==> config.mk <==
export PLATFORM = sky130hd
export DESIGN_NAME = skt_cell
export DESIGN_NICKNAME = d
export VERILOG_FILES = /design/src/hw/rtl/skt_pkg.sv /design/src/hw/rtl/skt_cell.sv
export SDC_FILE = /design/constraint.sdc
export NUM_CORES = 1
export LEC_CHECK = 0
export BUFFER_PORTS_ARGS = -buffer_cell sky130_fd_sc_hd__buf_2
export CORE_ASPECT_RATIO = 1.25
export CORE_UTILIZATION = 40
export CTS_BUF_LIST = sky130_fd_sc_hd__clkbuf_16
export CTS_CLUSTER_DIAMETER = 120
export CTS_CLUSTER_SIZE = 14
export DETAILED_ROUTE_END_ITERATION = 10
export PLACE_DENSITY = 0.77
export SLEW_MARGIN = 20
export SYNTH_ARGS = -nofsm -noshare
export SYNTH_HDL_FRONTEND = slang
export SYNTH_SLANG_ARGS = --single-unit
export TNS_END_PERCENT = 5
==> constraint.sdc <==
create_clock -name i_clk -period 4.78 [get_ports i_clk]
set_input_delay 0.239 -clock i_clk [delete_from_list [all_inputs] [get_ports i_clk]]
set_output_delay 0.239 -clock i_clk [all_outputs]
set_load 0.02 [all_outputs]
==> src/hw/rtl/skt_pkg.sv <==
// Shared types and codes for the sorted key table.
// No dependencies; imported by skt_cell and sorted_key_table_core.
package skt_pkg;

    localparam logic [1:0] CMD_INSERT = 2'd0;
    localparam logic [1:0] CMD_REMOVE = 2'd1;
    localparam logic [1:0] CMD_READ   = 2'd2;
    localparam logic [1:0] CMD_FIND   = 2'd3;

    localparam logic [1:0] STS_OK       = 2'd0;
    localparam logic [1:0] STS_DUP      = 2'd1;
    localparam logic [1:0] STS_NOTFOUND = 2'd2;
    localparam logic [1:0] STS_FULL     = 2'd3;

    typedef struct packed {
        logic [1:0]         cmd;
        logic signed [31:0] key;
        logic [5:0]         rank;
        logic [7:0]         age_in;
    } t_req;

    typedef struct packed {
        logic [1:0]         status;
        logic signed [31:0] key_out;
        logic [7:0]         age_out;
        logic [6:0]         count_out;
    } t_rsp;

    // broadcast from the control to every cell
    typedef struct packed {
        logic               cmp;     // compare phase: latch flags
        logic               upd;     // update phase: shift or load
        logic [1:0]         cmd;
        logic signed [31:0] key;
        logic [7:0]         age;
        logic               do_ins;
        logic               do_rem;
    } t_cell_ctl;

endpackage

==> src/hw/rtl/skt_cell.sv <==
// One slot of the sorted table: a record plus its compare flags.
// Depends on skt_pkg; instantiated in a row by sorted_key_table_core.
module skt_cell (
    input  logic               i_clk,
    input  skt_pkg::t_cell_ctl i_ctl,
    input  logic               i_occ,
    input  logic               i_rank_hit,
    input  logic               i_lt_prev,
    input  logic signed [31:0] i_prev_key,
    input  logic [7:0]         i_prev_age,
    input  logic signed [31:0] i_next_key,
    input  logic [7:0]         i_next_age,
    output logic               o_lt,
    output logic signed [31:0] o_key,
    output logic [7:0]         o_age,
    output logic               o_hit,
    output logic signed [31:0] o_hit_key,
    output logic [7:0]         o_hit_age
);
    import skt_pkg::*;

    logic signed [31:0] r_key, n_key;
    logic [7:0]         r_age, n_age;
    logic               r_lt, r_hit;

    // read selects by rank, every other command by key match
    always_ff @(posedge i_clk) begin
        if (i_ctl.cmp) begin
            r_lt  <= i_occ && (r_key < i_ctl.key);
            r_hit <= i_occ && ((i_ctl.cmd == CMD_READ) ? i_rank_hit
                                                       : (r_key == i_ctl.key));
        end
        r_key <= n_key;
        r_age <= n_age;
    end

    // lt flags form a prefix, so !i_lt_prev means this slot lies past the insert point
    always_comb begin
        n_key = r_key;
        n_age = r_age;
        if (i_ctl.upd && i_ctl.do_ins) begin
            if (!i_lt_prev) begin
                n_key = i_prev_key;
                n_age = i_prev_age;
            end else if (!r_lt) begin
                n_key = i_ctl.key;
                n_age = i_ctl.age;
            end
        end else if (i_ctl.upd && i_ctl.do_rem && !r_lt) begin
            n_key = i_next_key;
            n_age = i_next_age;
        end
    end

    assign o_lt      = r_lt;
    assign o_key     = r_key;
    assign o_age     = r_age;
    assign o_hit     = r_hit;
    assign o_hit_key = o_hit ? r_key : 32'sd0;
    assign o_hit_age = o_hit ? r_age : 8'd0;

endmodule

# Word level (Yosys, flattened, before mapping)
# Index checks and enable logic that the tools add are counted.
# word_totals
elab_cells,27
reg_bits,42
output_inout_bits,82
inputBits,130
# op_classes
muxes,11
order_cmp,1
n_eq_ne,3
reduce_logical,8
# op_table
cell,count
2-to-1 mux 32 bit,5
2-to-1 mux 8 bit,5
equality test 32 bit,1
< comparator 32 bit,1
logical AND 1 bit,5
!= test 3 bit (second input constant),1
equality test 2 bit (second input constant),1
AND reduction 2 bit,1
nonzero test 2 bit,1
zero test 1 bit,1
2-to-1 mux 1 bit,1

# Logic depth before layout (Yosys ltp)
# Gate-level depths: netlist of the first run.
# depth
depth_word,4
depth_mapped,8
depth_no_buf,8

# Least setup slack after synthesis of the first run
# Ideal clock, no wire load.
# synth_timing
path_type,register to register
start,register r_lt (netlist: o_lt)
end,"register r_age[0] (netlist: o_age[0]), enable pin"
arrival_time_ns,2.471
period_less_slack_ns,2.913
t_required_ns,4.338
path_stages_with_launch,4
setup_ns,0.442
slack_ns,1.867
path_buffers,0
path_cell_list,edfxtp_1 > nor2b_1 > a21oi_1 > nor2b_1
# synth_via
elab_chain_len,4
word_cells_on_any_way,5
classes_between,eq/ne: 1; reduce/logical: 4
# synth_lines
element,line_no,text
"start, declared",skt_cell.sv:24,"logic r_lt, r_hit;"
"start signal, assigned",skt_cell.sv:29,r_lt <= i_occ && (r_key < i_ctl.key);
zero test 1 bit,skt_cell.sv:49,end else if (i_ctl.upd && i_ctl.do_rem && !r_lt) begin
logical AND 1 bit,skt_cell.sv:49,
nonzero test 2 bit (no source line),--,
AND reduction 2 bit (no source line) *,--,
"end signal, assigned",skt_cell.sv:34,r_age <= n_age;
"end, declared",skt_cell.sv:23,"logic [7:0] r_age, n_age;"
# Every way passes the cells marked *; elsewhere a longest branch is shown, timed or not.
# A chain may end at the register's enable or synchronous reset.

# Final worst setup path of the first run
# layout_timing
start,register r_key[14] (netlist: o_key[14])
end,register r_lt (netlist: o_lt) (data pin)
# layout_via
elab_chain_len,2
# layout_lines
element,line_no,text
"start, declared",skt_cell.sv:22,"logic signed [31:0] r_key, n_key;"
"start signal, assigned",skt_cell.sv:33,r_key <= n_key;
< comparator 32 bit,skt_cell.sv:29,
logical AND 1 bit,skt_cell.sv:29,
# No other way between the ends.

==> flow_metrics.env, run 1 <==
export IMPL_grtUsageTotal_pct=21.0
export IMPL_synth_edff_count=42
export IMPL_port_buffer_count=211
export IMPL_drtIter0Drc=81
export IMPL_htreeDepth=2
export IMPL_clock_fmax_ghz=0.414
export IMPL_cts_tree="done"
export IMPL_grt_pass1_wl_um=13500
export IMPL_status="completed"
export IMPL_start_kind="flip-flop"
export IMPL_fin_nets=706
export IMPL_synth_main_ff_cell="edfxtp_1"
export IMPL_holdWs_ns=0.195
export IMPL_drv_slew=0
export IMPL_cts_sinks=42
export IMPL_die_x_um=82.0
export IMPL_route_met2_wl_um=4820
export IMPL_ys_seq_area_share_pct=39.4
export IMPL_vias=3170
export IMPL_vdd_ir_drop_max_mv=0.218
export IMPL_cts_buffers=5
export IMPL_fp_coreArea_mm2=0.00779
export IMPL_stdcell_area_mm2=0.00454
export IMPL_synth_most_common_cell="a21oi_1"
export IMPL_ff2ff_setup_slack_ns=2.37
export IMPL_clk_pin_slew_worst_paths_ns=0.06
export IMPL_final_setup_viol_count=0
export IMPL_wire_per_inst_um=14.0
export IMPL_cts_path_max_buffers=2
export IMPL_syn_to_final_growth_pct=41.8
export IMPL_synth_area_mm2=0.00320
export IMPL_rows=36
export IMPL_die_h_um=102
export IMPL_yosysTopAreaCell="edfxtp_1"
export IMPL_antenna_found_initial=0
export IMPL_cp_arrival_ns=2.45
export IMPL_drive_above_1_share_pct=41.7
export IMPL_routed_top_layer="met4"
export IMPL_yosys_top_cells_count="49 x a21oi_1, 42 x edfxtp_1, 42 x nor2_1"
export IMPL_dieArea_mm2=0.00837
export IMPL_post_route_period_util_pct=50.5
export IMPL_synthDistinctLibCells=29
export IMPL_io_pins=212
export IMPL_slew_headroom_pct=53.7
export IMPL_instances_no_fill=640
export IMPL_placed_cells=630
export IMPL_vias_per_cell=4.95
export IMPL_cts_root_buf="clkbuf_16"
export IMPL_routed_wl_met3_um=360
export IMPL_clock_latency_ns=0.28
export IMPL_rsz0062_at_grt="false"
export IMPL_tns_ns=0
export IMPL_dp_hpwl_um=7080
export IMPL_ys_top_cells_by_area="edfxtp_1 39%, ha_1 13%, mux2i_1 13%"
export IMPL_finalHoldViolations=0
export IMPL_power_density_mw_per_mm2=258
export IMPL_place_area_mm2=0.00433
export IMPL_avgSynthCellArea_um2=9.42
export IMPL_async_flop_share_pct=0
export IMPL_drv_cap=0
export IMPL_synth_cells=340
export IMPL_finalCriticalPeriod_ns=2.41
export IMPL_synth_nets=502
export IMPL_yosysTopAreaCellShare_pct=39.4
export IMPL_cts_setup_buffers=0
export IMPL_drc=0
export IMPL_critPathMaxFanout=3
export IMPL_ys_ff_latch=42
export IMPL_required_ns=4.81
export IMPL_grt_ovfl_total=0
export IMPL_skew_ns=0.00667
export IMPL_wl_um=8980
export IMPL_power_mw=1.17
export IMPL_routabilityCongestion=0.790
export IMPL_ys_warn_count=0
export IMPL_dr_pass1_iters=4
export IMPL_wl_met1_um=3680
export IMPL_fillers=715
export IMPL_grt_max_degree=43
export IMPL_min_path_type="primary input to flip-flop"
export IMPL_path_class="flip-flop to flip-flop"
export IMPL_cts_resized=0
export IMPL_ctsHoldBuffers=0
export IMPL_start_util_pct=41.1
export IMPL_worst_pin_slew_ns=0.693
export IMPL_endpoint_kind="flip-flop"
export IMPL_ant_nets=0
export IMPL_leakage_nw=2.40
export IMPL_antenna_cells=0
export IMPL_grt_pass1_vias=3093
[cells in the final DEF, fill, tap and decap left out, types with 2 or more instances in the layout]
cell type	n
nand2_1	7
clkbuf_16	5
a21oi_1	49
nor2_1	42
a21boi_0	2
nand3_1	3
o21ai_0	4
buf_2	211
ha_1	32
a221o_1	2
clkinv_2	2
and2_1	40
a21o_1	4
mux2i_1	40
buf_4	2
and4_1	4
inv_1	33
nand4_1	3
edfxtp_1	42
nor2b_1	2
[critical path: stages (launching register included)]
cell	delay [ns]
edfxtp_1	0.42
ha_1	0.35
nand4_1	0.18
nor4_1	0.45
a21boi_0	0.31
o31a_1	0.20
o21ai_0	0.08
and3_1	0.18
[power by group]
| part | leakage, nW | switching [mW] | total [mW] | internal, mW |
|---|---|---|---|---|
| combinational | 1.92 | 0.187 | 0.332 | 0.145 |
| sequential | 0.394 | 0.0197 | 0.460 | 0.440 |
| clock | 0.0836 | 0.137 | 0.381 | 0.244 |
| total | 2.40 | 0.344 | 1.17 | 0.830 |
[cell type report]
| type | count | area, um2 | area share (%) |
|---|---|---|---|
| clock buffer | 5 | 125 | 2.76 |
| clock inverter | 3 | 40.0 | 0.882 |
| inverter | 33 | 124 | 2.73 |
| multi-input combinational | 247 | 1760 | 38.7 |
| sequential | 42 | 1260 | 27.8 |
| tap | 95 | 119 | 2.62 |
| timing repair buffer | 215 | 1110 | 24.5 |
[flip-flops by register name, indices dropped and copies added, names as in the netlist]
name,flops
o_age,8
o_hit,1
o_key,32
o_lt,1
[through the flow]
step           setup WS [ns]  utilization [%]
2_1_floorplan           1.87                -
3_3_place_gp            2.37             55.6
5_1_grt                 2.13             58.3
6_report                2.37             58.3
4_1_cts                 2.31             57.7
3_5_place_dp            2.32             55.6
[metal layers]
layer / GRT usage, % / vias to the layer above
li1: - / 1598
met1: 24.2 / 1452
met2: 40.1 / 110
met3: 2.32 / 10
met4: 5.80 / 0
met5: 0 / -
[final timing paths]
kind / start / end / cells past startpoint
worst max-delay path: o_key[14] / o_lt / 7
worst min-delay path: i_ctl[45] / o_hit / 1
worst max register to register: o_key[14] / o_lt / 7
worst min register to register: o_key[31] / o_lt / 3
[cell families (layout without fill, tap and decap cells)]
family                     after synthesis  in the layout  synth area share, %
DFF                                     42             42                 39.4
and+or+nand+nor                        108            108                 17.5
buffers and inverters                   51            256                 5.98
muxes                                   40             40                 12.5
AOI/OAI and AO/OA                       67             67                 12.1
adders and majority gates               32             32                 12.5
No activity file was read; power rests on OpenSTA's default activity.
==> run 2, diff against run 1 <==
clock period = 2.5 ns   (was 4.78 ns; I/O delays follow)
==> run 2 against run 1 <==
Die area unchanged. Clock-buffer cell count unchanged. Combinational power up 91%. Highest routed layer unchanged. Final cell count up 0.16%. Largest power group unchanged. Flip-flop and latch count unchanged. Critical path type unchanged. Clock power up 58%. Clock skew down 0.0020 ns. Global-route usage up 0.25 points. Core utilization down 0.50 points. Non-clock buffer count up 2. Critical endpoint unchanged. Sequential power up 91%.
==> flow_metrics.env, run 2 (synthesis results as in run 1) <==
export IMPL_status="completed"
export IMPL_cts_resized=0
export IMPL_io_pins=212
export IMPL_ant_nets=0
export IMPL_start_util_pct=41.1
export IMPL_fp_coreArea_mm2=0.00779
export IMPL_power_density_mw_per_mm2=469
export IMPL_rsz0062_at_grt="false"
export IMPL_dp_hpwl_um=7370
export IMPL_power_frac_comb_pct=30.1
export IMPL_worst_pin_slew_ns=0.568
export IMPL_htreeDepth=2
export IMPL_leakage_nw=2.39
export IMPL_ctsHoldBuffers=0
export IMPL_syn_to_final_growth_pct=40.6
export IMPL_wl_um=9100
export IMPL_final_setup_viol_count=0
export IMPL_power_mw=2.11
export IMPL_dr_pass1_iters=5
export IMPL_wl_met1_um=3510
export IMPL_grt_pass1_vias=2998
export IMPL_drv_cap=0
export IMPL_p_seq_share_pct=41.5
export IMPL_drv_slew=0
export IMPL_antenna_cells=0
export IMPL_die_x_um=82.0
export IMPL_cts_root_buf="clkbuf_16"
export IMPL_grt_ovfl_total=0
export IMPL_internal_power_mw=1.47
export IMPL_largest_reg_flops=32
export IMPL_drive_above_1_share_pct=41.6
export IMPL_wire_per_inst_um=14.2
export IMPL_cts_path_max_buffers=2
export IMPL_swShare_pct=30.4
export IMPL_cts_setup_buffers=0
export IMPL_cts_sinks=42
export IMPL_cts_buffers=5
export IMPL_drc=0
export IMPL_skew_ns=0.00469
export IMPL_clock_latency_ns=0.28
export IMPL_route_met2_wl_um=5020
export IMPL_required_ns=2.53
export IMPL_routed_wl_met3_um=458
export IMPL_start_kind="flip-flop"
export IMPL_dieArea_mm2=0.00837
export IMPL_finalCriticalPeriod_ns=2.39
export IMPL_min_path_type="primary input to flip-flop"
export IMPL_antenna_found_initial=0
export IMPL_path_class="flip-flop to flip-flop"
export IMPL_vdd_ir_drop_max_mv=0.320
export IMPL_layout_commonest_cell="buf_2"
export IMPL_grtUsageTotal_pct=21.3
export IMPL_clock_fmax_ghz=0.418
export IMPL_routed_top_layer="met4"
export IMPL_cts_tree="done"
export IMPL_cp_arrival_ns=2.43
export IMPL_routabilityCongestion=0.779
export IMPL_vias=3198
export IMPL_die_h_um=102
export IMPL_most_common_layout_cells="211 x buf_2, 49 x a21oi_1, 42 x nor2_1, 42 x edfxtp_1"
export IMPL_rows=36
export IMPL_endpoint_kind="flip-flop"
export IMPL_vias_per_cell=4.99
export IMPL_slew_headroom_pct=62.1
export IMPL_clk_pin_slew_worst_paths_ns=0.06
export IMPL_grt_pass1_wl_um=13700
export IMPL_clock_power_share_pct=28.4
export IMPL_tns_ns=0
export IMPL_finalHoldViolations=0
export IMPL_post_route_period_util_pct=95.7
export IMPL_critPathMaxFanout=3
export IMPL_grt_max_degree=41
export IMPL_fin_nets=708
export IMPL_p_sw_uw=642
export IMPL_port_buffer_count=211
export IMPL_drtIter0Drc=96
==> run 2: cell type report <==
type / count / area [um2]
sequential: 42 / 1260
clock buffer: 5 / 125
multi-input combinational: 247 / 1760
timing repair buffer: 217 / 1100
clock inverter: 2 / 7.51
inverter: 33 / 124
fill: 724 / 3290
tap: 95 / 119
==> run 2: worst paths after layout <==
check	endpoint	from	depth (start not counted)	slack, ns
setup / recovery	o_lt	o_key[5]	7	0.11
setup reg to reg	o_lt	o_key[5]	7	0.11
hold / removal	o_hit	i_ctl[45]	1	0.07
hold reg to reg	o_lt	o_key[31]	3	0.97
==> run 2: metal layers <==
layer / vias up / global-route usage [%]
met5: - / 0
met4: 0 / 5.53
met3: 10 / 2.77
met2: 111 / 40.0
met1: 1471 / 24.8
li1: 1606 / -
==> run 2: critical path, stage by stage (launching register included) <==
cell	delay, ns
edfxtp_1	0.41
ha_1	0.32
a21oi_1	0.14
o21ai_0	0.13
a221o_1	0.34
o31a_1	0.31
or3_1	0.33
and3_1	0.16
==> run 2: power groups by stage <==
stage	sequential [mW]	clock (mW)	combinational [mW]
detailed placement	0.892	0	0.636
finish	0.877	0.601	0.635
CTS	0.878	0.614	0.638
global placement	0.889	0	0.622
global route	0.884	0.644	0.704
floorplan	0.940	0	0.321
==> run 2: through the flow <==
step	instances	hold WS [ns]	util, %	instance area (um2)	setup slack (ns)
floorplan	340	0.237	-	3200	0.129
global placement	634	0.370	56.0	4360	0.185
detailed placement	634	0.366	56.0	4360	0.134
CTS	641	0.0781	57.7	4500	0.115
global route	641	0.0804	57.8	4500	0.00938
finish	641	0.0745	57.8	4500	0.108
==> run 3, diff against run 2 <==
ABC_AREA = 1   (was default)
PLACE_DENSITY = 0.76   (was 0.77)
==> run 3 against run 2 <==
Worst setup slack better by 0.62 ns. Combinational power up 12%. Clock power up 2%. Design area up 3.6%. Fmax up 35%. Clock skew down 0.00098 ns. Routed wire length up 8.9%. Final cell count up 19%. Flip-flop and latch count unchanged. Critical path type unchanged. Critical endpoint unchanged. Highest routed layer unchanged.
==> flow_metrics.env, run 3 <==
export IMPL_status="completed"
export IMPL_synthDistinctLibCells=23
export IMPL_most_common_layout_cells="211 x buf_2, 117 x nand2_1, 93 x a21oi_1, 89 x inv_1, 45 x nor2_1"
export IMPL_internal_power_mw=1.49
export IMPL_io_pins=212
export IMPL_cts_resized=0
export IMPL_multi_input_area_mm2=0.00168
export IMPL_rsz0062_at_grt="false"
export IMPL_power_frac_comb_pct=32.1
export IMPL_grt_pass1_vias=3634
export IMPL_ys_seq_area_share_pct=37.7
export IMPL_antenna_found_initial=0
export IMPL_cts_setup_buffers=0
export IMPL_vdd_ir_drop_max_mv=0.251
export IMPL_tns_ns=0
export IMPL_final_setup_viol_count=0
export IMPL_met1_usage_pct=25.1
export IMPL_swShare_pct=32.9
export IMPL_ctsHoldBuffers=0
export IMPL_grt_use_met3_pct=3.97
export IMPL_met2_usage_pct=43.1
export IMPL_die_x_um=83.8
export IMPL_synth_nets=625
export IMPL_yosysTopAreaCell="edfxtp_1"
export IMPL_endpoint_kind="flip-flop"
export IMPL_top_usage_layer="met2"
export IMPL_layout_commonest_cell="buf_2"
export IMPL_cts_buffers=5
export IMPL_finalCriticalPeriod_ns=1.77
export IMPL_fin_nets=828
export IMPL_fillers=757
export IMPL_p_seq_share_pct=40.3
export IMPL_ys_ff_latch=42
export IMPL_seqCellArea_mm2=0.00126
export IMPL_synth_most_common_cell="nand2_1"
export IMPL_cts_sinks=42
export IMPL_slew_headroom_pct=61.9
export IMPL_start_kind="flip-flop"
export IMPL_drv_slew=0
export IMPL_yosys_top_cells_count="117 x nand2_1, 93 x a21oi_1, 88 x inv_1"
export IMPL_antenna_cells=0
export IMPL_critPathMaxFanout=3
export IMPL_wire_per_inst_um=13.0
export IMPL_grt_pass1_wl_um=16100
export IMPL_fp_coreArea_mm2=0.00793
export IMPL_async_flop_share_pct=0
export IMPL_clock_fmax_ghz=0.566
export IMPL_finalHoldViolations=0
export IMPL_largest_reg_flops=32
export IMPL_worst_pin_slew_ns=0.572
export IMPL_drtIter0Drc=143
export IMPL_p_sw_uw=730
export IMPL_drv_cap=0
export IMPL_yosysTopAreaCellShare_pct=37.7
export IMPL_path_class="flip-flop to flip-flop"
export IMPL_die_h_um=104
export IMPL_grt_max_degree=41
export IMPL_required_ns=2.53
export IMPL_clk_pin_slew_worst_paths_ns=0.06
export IMPL_wl_um=9910
export IMPL_clock_latency_ns=0.28
export IMPL_avgSynthCellArea_um2=7.22
export IMPL_synth_area_mm2=0.00334
export IMPL_synth_cells=463
export IMPL_cts_path_max_buffers=2
export IMPL_routabilityCongestion=0.859
export IMPL_dp_hpwl_um=7650
export IMPL_dieArea_mm2=0.00873
export IMPL_ys_top_cells_by_area="edfxtp_1 38%, a21oi_1 14%, nand2_1 13%"
export IMPL_grt_ovfl_total=0
export IMPL_cts_tree="done"
export IMPL_cp_arrival_ns=1.80
export IMPL_cts_root_buf="clkbuf_16"
export IMPL_fin_util_pct=58.8
export IMPL_clock_power_share_pct=27.7
export IMPL_min_path_type="primary input to flip-flop"
export IMPL_vias_per_cell=4.85
export IMPL_synth_edff_count=42
export IMPL_post_route_period_util_pct=70.7
export IMPL_ys_warn_count=0
export IMPL_rows=36
export IMPL_dr_pass1_iters=4
export IMPL_synth_main_ff_cell="edfxtp_1"
export IMPL_htreeDepth=2
export IMPL_grtUsageTotal_pct=22.6
export IMPL_port_buffer_count=211
export IMPL_leakage_nw=2.77
export IMPL_power_density_mw_per_mm2=476
export IMPL_drive_above_1_share_pct=35.7
export IMPL_ant_nets=0
export IMPL_syn_to_final_growth_pct=39.5
export IMPL_start_util_pct=42.2
export IMPL_drc=0
export IMPL_skew_ns=0.00371
export IMPL_vias=3698
==> run 3: cell families (layout without fill, tap and decap cells) <==
family                     Yosys count  in the layout  synth area share [%]
AOI/OAI and AO/OA                  100            100                  15.5
and+or+nand+nor                    180            180                  22.2
buffers and inverters              109            313                  12.7
adders and majority gates           32             32                  12.0
DFF                                 42             42                  37.7
==> run 3: per-layer routing <==
layer	vias to the layer above	share of wire, %
met4	0	1.6
met3	12	5.7
li1	1880	-
met2	148	54
met1	1658	39
met5	-	0
==> run 3: layout make-up <==
type                       instances  area share, %
inverter                          88           7.08
tap                               95           2.55
clock buffer                       5           2.68
timing repair buffer             217           24.4
clock inverter                     3          0.268
multi-input combinational        312           36.0
sequential                        42           27.0
==> run 3: final timing paths <==
check / startpoint / slack [ns] / cells after the start / endpoint
worst max-delay path: o_key[23] / 0.73 / 8 / o_lt
worst min-delay path: i_ctl[45] / 0.07 / 1 / o_hit
worst max register to register: o_key[23] / 0.73 / 8 / o_lt
worst min register to register: o_lt / 0.81 / 1 / o_key[19]
==> run 3: worst max-delay path, cell delays in order (launching register included) <==
cell,delay (ns)
edfxtp_1,0.42
ha_1,0.31
nand2_1,0.07
nor2_1,0.18
nand4_1,0.14
nor2_2,0.15
nand2_2,0.08
a21oi_1,0.12
nor2_1,0.06
==> run 3: stage by stage <==
stage / worst slack (ns) / std cells / hold WS (ns) / total power [mW] / cell area [um2]
2_1_floorplan: 0.417 / 463 / 0.237 / 1.33 / 3350
3_3_place_gp: 0.748 / 753 / 0.350 / 1.60 / 4510
3_5_place_dp: 0.690 / 753 / 0.354 / 1.62 / 4510
4_1_cts: 0.697 / 761 / 0.0671 / 2.23 / 4640
5_1_grt: 0.600 / 762 / 0.0668 / 2.34 / 4660
6_report: 0.732 / 762 / 0.0728 / 2.22 / 4660
==> run 3: power groups by stage <==
stage	Combinational, mW	Sequential, mW	Clock [mW]
final	0.712	0.894	0.614
after global placement	0.693	0.907	0
after global routing	0.794	0.901	0.645
after detailed placement	0.709	0.910	0
after CTS	0.711	0.896	0.623
after floorplan	0.364	0.966	0
